### config.mk
export PLATFORM = sky130hd
export DESIGN_NAME = hsv_to_rgb_converter
export DESIGN_NICKNAME = d
export VERILOG_FILES = /design/src/rtl/core/hsv_pkg.sv /design/src/rtl/core/hsv_mul.sv /design/src/rtl/core/hsv_to_rgb_converter.sv
export SDC_FILE = /design/constraint.sdc
export NUM_CORES = 2
export LEC_CHECK = 0
export ABC_CLOCK_PERIOD_IN_PS = 9580
export BUFFER_PORTS_ARGS = -buffer_cell sky130_fd_sc_hd__buf_2
export CORE_UTILIZATION = 45
export CTS_CLUSTER_DIAMETER = 60
export CTS_CLUSTER_SIZE = 25
export DETAILED_ROUTE_END_ITERATION = 8
export HOLD_SLACK_MARGIN = 0.15
export SETUP_SLACK_MARGIN = 0.3
export SYNTH_ARGS = -nofsm -noshare
export SYNTH_HDL_FRONTEND = slang
export SYNTH_HIERARCHICAL = 1
export SYNTH_SLANG_ARGS = --single-unit
### constraint.sdc
create_clock -name clk -period 9.58 [get_ports clk]
set_clock_uncertainty 0.1 [all_clocks]
set_input_delay 0.479 -clock clk [delete_from_list [all_inputs] [get_ports clk]]
set_output_delay 0.479 -clock clk [all_outputs]
set_load 0.02 [all_outputs]
### src/rtl/core/hsv_pkg.sv
// Types and constants of the HSV to RGB converter.
`default_nettype none

package hsv_pkg;

	// Hue is Q9.6 degrees; a full turn and one sector in those units.
	typedef logic [14:0] hue_t;
	localparam hue_t HUE_TURN   = 15'd23040;
	localparam hue_t HUE_SECTOR = 15'd3840;

	localparam int HUE_REM_W = 12;
	localparam int CHAN_W    = 13;

	// Sector of the hexcone, named after the leading and the ramping (rising or falling) channel.
	typedef enum logic [2:0] {
		SEC_RED_GRN = 3'd0,
		SEC_GRN_RED = 3'd1,
		SEC_GRN_BLU = 3'd2,
		SEC_BLU_GRN = 3'd3,
		SEC_BLU_RED = 3'd4,
		SEC_RED_BLU = 3'd5
	} sector_t;

endpackage

`default_nettype wire

### src/rtl/core/hsv_mul.sv
// Registered unsigned multiplier whose product is truncated by a right shift.
`default_nettype none

module hsv_mul #(
	parameter int AW    = 13,
	parameter int BW    = 13,
	parameter int SHIFT = 12,
	parameter int OW    = 13
) (
	input  wire logic          clk,
	input  wire logic          en,
	input  wire logic [AW-1:0] a,
	input  wire logic [BW-1:0] b,
	output logic      [OW-1:0] prod
);

	logic [AW+BW-1:0] full;

	assign full = (AW+BW)'(a) * (AW+BW)'(b);

	always_ff @(posedge clk) begin
		if (en) begin
			prod <= OW'(full >> SHIFT);
		end
	end

endmodule

`default_nettype wire

### src/rtl/core/hsv_to_rgb_converter.sv
// HSV to RGB converter: six-stage pipeline, one color per clock unless the output stalls.
// Each input transfer passes through stages 1 to 6 in order before its result reaches the master side.
// Throughput: one item per cycle unless the output stalls; each stage advances when it is
// empty or when the stage after it advances, so bubbles close up behind a stalled output.
// Reset: arst_n clears every stage valid bit at once; data registers keep junk.
`default_nettype none

module hsv_to_rgb_converter import hsv_pkg::*; #(
	parameter int COLOR_FRAC_BITS = 12
) (
	input  wire logic        clk,
	input  wire logic        arst_n,
	input  wire logic        s_axis_tvalid,
	output logic             s_axis_tready,
	// hue_deg[15:0], saturation[28:16], brightness[41:29], zero pad above
	input  wire logic [47:0] s_axis_tdata,
	output logic             m_axis_tvalid,
	input  wire logic        m_axis_tready,
	// red[12:0], green[25:13], blue[38:26], zero pad above
	output logic      [39:0] m_axis_tdata,
	// range_error[0]
	output logic             m_axis_tuser
);

	localparam int F  = COLOR_FRAC_BITS;
	localparam int CW = F + 1;
	localparam int XW = (CW > CHAN_W) ? CW : CHAN_W;
	localparam logic [CW-1:0] ONE = CW'(1) << F;

	// Sector fraction: f = floor(rem * 2^F / 3840) = floor((rem << (F-8)) / 15),
	// done as a multiply by a rounded-up reciprocal, exact for every remainder.
	localparam int YW = F + 4;
	localparam int K  = F + 8;
	localparam int MW = F + 5;
	localparam logic [MW-1:0] RECIP15 = MW'(((64'd1 << K) + 64'd14) / 64'd15);

	// Input fields.
	logic [15:0]        hue_in;
	logic [CHAN_W-1:0]  sat_in;
	logic [CHAN_W-1:0]  val_in;

	assign hue_in = s_axis_tdata[15:0];
	assign sat_in = s_axis_tdata[28:16];
	assign val_in = s_axis_tdata[41:29];

	// Stage advance chain.
	logic valid_s1, valid_s2, valid_s3, valid_s4, valid_s5, valid_s6;
	logic adv_s1, adv_s2, adv_s3, adv_s4, adv_s5, adv_s6;

	assign adv_s6 = !valid_s6 || m_axis_tready;
	assign adv_s5 = !valid_s5 || adv_s6;
	assign adv_s4 = !valid_s4 || adv_s5;
	assign adv_s3 = !valid_s3 || adv_s4;
	assign adv_s2 = !valid_s2 || adv_s3;
	assign adv_s1 = !valid_s1 || adv_s2;

	assign s_axis_tready = adv_s1;

	always_ff @(posedge clk or negedge arst_n) begin
		if (!arst_n) begin
			valid_s1 <= 1'b0;
			valid_s2 <= 1'b0;
			valid_s3 <= 1'b0;
			valid_s4 <= 1'b0;
			valid_s5 <= 1'b0;
			valid_s6 <= 1'b0;
		end else begin
			if (adv_s1) valid_s1 <= s_axis_tvalid;
			if (adv_s2) valid_s2 <= valid_s1;
			if (adv_s3) valid_s3 <= valid_s2;
			if (adv_s4) valid_s4 <= valid_s3;
			if (adv_s5) valid_s5 <= valid_s4;
			if (adv_s6) valid_s6 <= valid_s5;
		end
	end

	// Stage 1: range check and hue wrap. A non-negative hue is below two turns.
	logic          err_c;
	hue_t          hue_wrap_c;
	logic          err_s1;
	hue_t          hue_s1;
	logic [CW-1:0] sat_s1, val_s1;

	assign err_c = hue_in[15] || (XW'(sat_in) > XW'(ONE)) || (XW'(val_in) > XW'(ONE));
	assign hue_wrap_c = (hue_in[14:0] >= HUE_TURN) ? (hue_in[14:0] - HUE_TURN) : hue_in[14:0];

	always_ff @(posedge clk) begin
		if (adv_s1) begin
			err_s1 <= err_c;
			hue_s1 <= hue_wrap_c;
			sat_s1 <= CW'(sat_in);
			val_s1 <= CW'(val_in);
		end
	end

	// Stage 2: sector and remainder within the sector.
	sector_t              sector_c;
	hue_t                 base_c;
	logic                 err_s2;
	sector_t              sector_s2;
	logic [HUE_REM_W-1:0] rem_s2;
	logic [CW-1:0]        sat_s2, val_s2;

	always_comb begin
		if (hue_s1 >= HUE_SECTOR * 15'd5) begin
			sector_c = SEC_RED_BLU;
			base_c   = HUE_SECTOR * 15'd5;
		end else if (hue_s1 >= HUE_SECTOR * 15'd4) begin
			sector_c = SEC_BLU_RED;
			base_c   = HUE_SECTOR * 15'd4;
		end else if (hue_s1 >= HUE_SECTOR * 15'd3) begin
			sector_c = SEC_BLU_GRN;
			base_c   = HUE_SECTOR * 15'd3;
		end else if (hue_s1 >= HUE_SECTOR * 15'd2) begin
			sector_c = SEC_GRN_BLU;
			base_c   = HUE_SECTOR * 15'd2;
		end else if (hue_s1 >= HUE_SECTOR) begin
			sector_c = SEC_GRN_RED;
			base_c   = HUE_SECTOR;
		end else begin
			sector_c = SEC_RED_GRN;
			base_c   = '0;
		end
	end

	always_ff @(posedge clk) begin
		if (adv_s2) begin
			err_s2    <= err_s1;
			sector_s2 <= sector_c;
			rem_s2    <= HUE_REM_W'(hue_s1 - base_c);
			sat_s2    <= sat_s1;
			val_s2    <= val_s1;
		end
	end

	// Stage 3: sector fraction and p = val * (1 - sat).
	logic [YW-1:0] rem_scaled;
	logic [F-1:0]  f_s3;
	logic [CW-1:0] p_s3;
	logic          err_s3;
	sector_t       sector_s3;
	logic [CW-1:0] sat_s3, val_s3;

	assign rem_scaled = YW'(rem_s2) << (F - 8);

	hsv_mul #(.AW(YW), .BW(MW), .SHIFT(K), .OW(F)) u_frac (
		.clk  (clk),
		.en   (adv_s3),
		.a    (rem_scaled),
		.b    (RECIP15),
		.prod (f_s3)
	);

	hsv_mul #(.AW(CW), .BW(CW), .SHIFT(F), .OW(CW)) u_p (
		.clk  (clk),
		.en   (adv_s3),
		.a    (val_s2),
		.b    (ONE - sat_s2),
		.prod (p_s3)
	);

	always_ff @(posedge clk) begin
		if (adv_s3) begin
			err_s3    <= err_s2;
			sector_s3 <= sector_s2;
			sat_s3    <= sat_s2;
			val_s3    <= val_s2;
		end
	end

	// Stage 4: sat * f and sat * (1 - f).
	logic [CW-1:0] sf_s4, sfc_s4, p_s4, val_s4;
	logic          err_s4;
	sector_t       sector_s4;

	hsv_mul #(.AW(CW), .BW(CW), .SHIFT(F), .OW(CW)) u_sf (
		.clk  (clk),
		.en   (adv_s4),
		.a    (sat_s3),
		.b    (CW'(f_s3)),
		.prod (sf_s4)
	);

	hsv_mul #(.AW(CW), .BW(CW), .SHIFT(F), .OW(CW)) u_sfc (
		.clk  (clk),
		.en   (adv_s4),
		.a    (sat_s3),
		.b    (ONE - CW'(f_s3)),
		.prod (sfc_s4)
	);

	always_ff @(posedge clk) begin
		if (adv_s4) begin
			err_s4    <= err_s3;
			sector_s4 <= sector_s3;
			p_s4      <= p_s3;
			val_s4    <= val_s3;
		end
	end

	// Stage 5: falling ramp q and rising ramp u.
	logic [CW-1:0] q_s5, u_s5, p_s5, val_s5;
	logic          err_s5;
	sector_t       sector_s5;

	hsv_mul #(.AW(CW), .BW(CW), .SHIFT(F), .OW(CW)) u_q (
		.clk  (clk),
		.en   (adv_s5),
		.a    (val_s4),
		.b    (ONE - sf_s4),
		.prod (q_s5)
	);

	hsv_mul #(.AW(CW), .BW(CW), .SHIFT(F), .OW(CW)) u_u (
		.clk  (clk),
		.en   (adv_s5),
		.a    (val_s4),
		.b    (ONE - sfc_s4),
		.prod (u_s5)
	);

	always_ff @(posedge clk) begin
		if (adv_s5) begin
			err_s5    <= err_s4;
			sector_s5 <= sector_s4;
			p_s5      <= p_s4;
			val_s5    <= val_s4;
		end
	end

	// Stage 6: route the four levels to the channels, zeroed for a rejected color, and hold the result.
	logic [CW-1:0]     red_c, green_c, blue_c;
	logic [CHAN_W-1:0] red_s6, green_s6, blue_s6;
	logic              err_s6;

	always_comb begin
		case (sector_s5)
			SEC_RED_GRN: begin
				red_c = val_s5; green_c = u_s5;   blue_c = p_s5;
			end
			SEC_GRN_RED: begin
				red_c = q_s5;   green_c = val_s5; blue_c = p_s5;
			end
			SEC_GRN_BLU: begin
				red_c = p_s5;   green_c = val_s5; blue_c = u_s5;
			end
			SEC_BLU_GRN: begin
				red_c = p_s5;   green_c = q_s5;   blue_c = val_s5;
			end
			SEC_BLU_RED: begin
				red_c = u_s5;   green_c = p_s5;   blue_c = val_s5;
			end
			default: begin
				red_c = val_s5; green_c = p_s5;   blue_c = q_s5;
			end
		endcase
	end

	always_ff @(posedge clk) begin
		if (adv_s6) begin
			err_s6   <= err_s5;
			red_s6   <= err_s5 ? '0 : CHAN_W'(red_c);
			green_s6 <= err_s5 ? '0 : CHAN_W'(green_c);
			blue_s6  <= err_s5 ? '0 : CHAN_W'(blue_c);
		end
	end

	assign m_axis_tvalid = valid_s6;
	assign m_axis_tdata  = {1'b0, blue_s6, green_s6, red_s6};
	assign m_axis_tuser  = err_s6;

endmodule

`default_nettype wire

==> impl_metrics.ini <==
[route]
dr.pass1.iters = 5
drtIter0Drc = 1801
routedWlPerCell_um = 16.16
via_per_inst = 5.007
wirelength_um = 105600
drc = 0
final_antenna_net_count = 0
num_vias = 32728

[clocking]
clock_path_buffers = 3
cts_buffers = 26
cts_tree = yes
cts_resized = 0
clk_latency_ns = 0.59
root_buffer = clkbuf_16
h-tree-depth = 1
cts.sinks = 297
clk_pin_slew_ns = 0.09

[sta]
max_clock_freq_mhz = 136.4
relSlewSlack = 0.09229
hold_viol = 0
rsz0062_at_grt = no
slew_violations = 0
period_needed_ns = 7.330
fin_setup_tns_ns = 0
timing.final.crit_share = 0.7652
tightestPinTransition_ns = 1.352
finalSetupViolations = 0

[die]
fp.dieH_um = 326.4
initial_utilization = 0.4556
die-width_um = 326.4
die_area_um2 = 106500
rows = 118
ios = 95
core_area_um2 = 103900

[synthesis]
synthFlopType = edfxtp_1
synthCells = 4965
ys_types = 90
yosysTopAreaCell = fa_1
synth_seq_cells = 297
ys_seq_area_frac = 0.1877
syn_area_per_cell_um2 = 9.537
yosysTopAreaCellShare = 0.3391
yosys-top-cells-area = fa_1, edfxtp_1, ha_1
synth_edf_count = 291
syn_area_um2 = 47350
ys_warn_count = 6
ys_async_sr_fraction = 0.02020

[grt]
grt_pass1_wl_um = 179200
grt.busiest_layer = met2
antenna_found_initial = 5
grt.total_usage = 0.2064
met1_usage = 0.2912
use_met3 = 0.02150
grt_pass1_vias = 35080
grt_start_max_net_pins = 68
met2_usage = 0.3479
overflow = 0

[cells_and_area]
largest_register = hue_s1
drive_gt1_frac = 0.05084
mostFrequentLayoutCell = inv_1
largest_register_ffs = 15
final_cell_mix = inv_1, fa_1, nand2_1
fin_nets = 6413
syn_to_final_growth_pct = 8.152
fillers = 9875

[placement]
gp_congestion = 0.8447
port_buffers = 87
dp_hpwl_um = 80910

[worst_setup_path]
critical_path.max_fanout = 13
slowest_stage = xor2_1
cpMostUsedCell = fa_1
r2r_cells = 20
cp_num_buf_inv = 3
worstPathCellList = nor4_1 > nor4b_1 > nand2_1 > xor2_1 > nand2_1 > fa_1 > inv_1 > fa_1 > fa_1 > fa_1 > inv_1 > fa_1 > inv_1 > ha_1 > a21oi_1 > nand2_1 > nor2_1 > a31oi_1 > a311oi_1 > xnor2_1
crit_required_ns = 9.82
critPathMaxStageDelay_ns = 0.94
path_class = register to register
critical_path_depth = 20
cp_top_family = adder cells
crit_arrival_ns = 7.57
startpoint_type = register
crit_path_end_kind = register

[hold_path]
hold_depth = 3
min-delay-path-class = input pin to register

[run]
max_cap_viol_count = 0

[run_status]
status = finished, final reports clean
path summary, 6_finish.rpt:
kind	endpoint	from	slack (ns)
max	u_p/prod[11]$_DFFE_PP_	sat_s2[4]$_DFFE_PP_	2.25
min	m_axis_tvalid$_DFFE_PN0P_	m_axis_tready	0.23
max reg2reg	u_p/prod[11]$_DFFE_PP_	sat_s2[4]$_DFFE_PP_	2.25
min reg2reg	val_s2[6]$_DFFE_PP_	val_s1[6]$_DFFE_PP_	0.31
max in group asynchronous	valid_s2$_DFFE_PN0P_	arst_n	8.45
min in group asynchronous	valid_s5$_DFFE_PN0P_	arst_n	0.71
routing by layer:
layer,routed length (um),vias up
met1,48900,16505
met5,8,-
met4,1705,2
met3,4725,95
met2,50290,633
li1,-,15493
tightest hold or removal path, delay by kind of cell:
family	cells	cell delay [ns]
buffers and inverters	1	0.07
and+or+nand+nor	2	0.33
through the flow:
stage                       util  setup WS, ns  hold WS [ns]  instance area [um2]  instances
after floorplan                -         3.304       0.08341                47920       5117
after global placement    0.4788         2.245        0.2067                49770       6441
after detailed placement  0.4788         2.210        0.2118                49770       6441
after CTS                 0.4925         2.190        0.1914                51190       6533
after global routing      0.4926         1.651        0.2315                51210       6533
final                     0.4927         2.250        0.2336                51210       6536
cell usage after synthesis (11+ instances only):
library cell,count
nor4_1,34
o22a_1,13
xnor2_1,97
fa_1,802
o21a_1,15
a311oi_1,16
nor3_1,25
ha_1,426
mux2i_1,53
o21bai_1,12
clkbuf_1,192
buf_2,15
nand3_1,42
a31oi_1,22
nor2_1,141
and3_1,11
nand4_1,22
o21ai_0,53
a21o_1,31
inv_1,1069
xor2_1,47
a21oi_1,109
edfxtp_1,291
o21ai_1,20
o211ai_1,15
and2_1,507
nand2_1,711
cell families (layout without fill, tap and decap cells):
| kind of cell | after synthesis | in the layout | synth area share |
|---|---|---|---|
| AND/OR/NAND/NOR | 1566 | 1566 | 0.1626 |
| XOR/XNOR | 144 | 144 | 0.02663 |
| other | 2 | 157 | 0.0001586 |
| buffers and inverters | 1285 | 1321 | 0.1030 |
| flip-flops | 297 | 297 | 0.1877 |
| adder cells (fa/ha/maj) | 1229 | 1229 | 0.4518 |
| multiplexers | 53 | 53 | 0.01120 |
| AO/OA/AOI/OAI | 389 | 389 | 0.05678 |
layout make-up:
type | count | area [um2] | area share
diodes | 3 | 7.507 | 0.0001466
clock buffers | 27 | 675.6 | 0.01319
clock inverters | 21 | 304.0 | 0.005937
inverters | 1070 | 4016 | 0.07842
multi-input cells | 3535 | 34180 | 0.6674
flip-flops and latches | 297 | 8889 | 0.1736
well taps | 1380 | 1727 | 0.03372
repair buffers | 203 | 1416 | 0.02766
what timing repair did:
item / in CTS / in global routing
endpoints found under the hold margin: 48 / 0
setup buffers: 0 / 0
hold buffers: 44 / 0
Power is left out: the tool's default activity adds up to more than one toggle a clock period on the data nets, which glitch-free logic cannot reach.
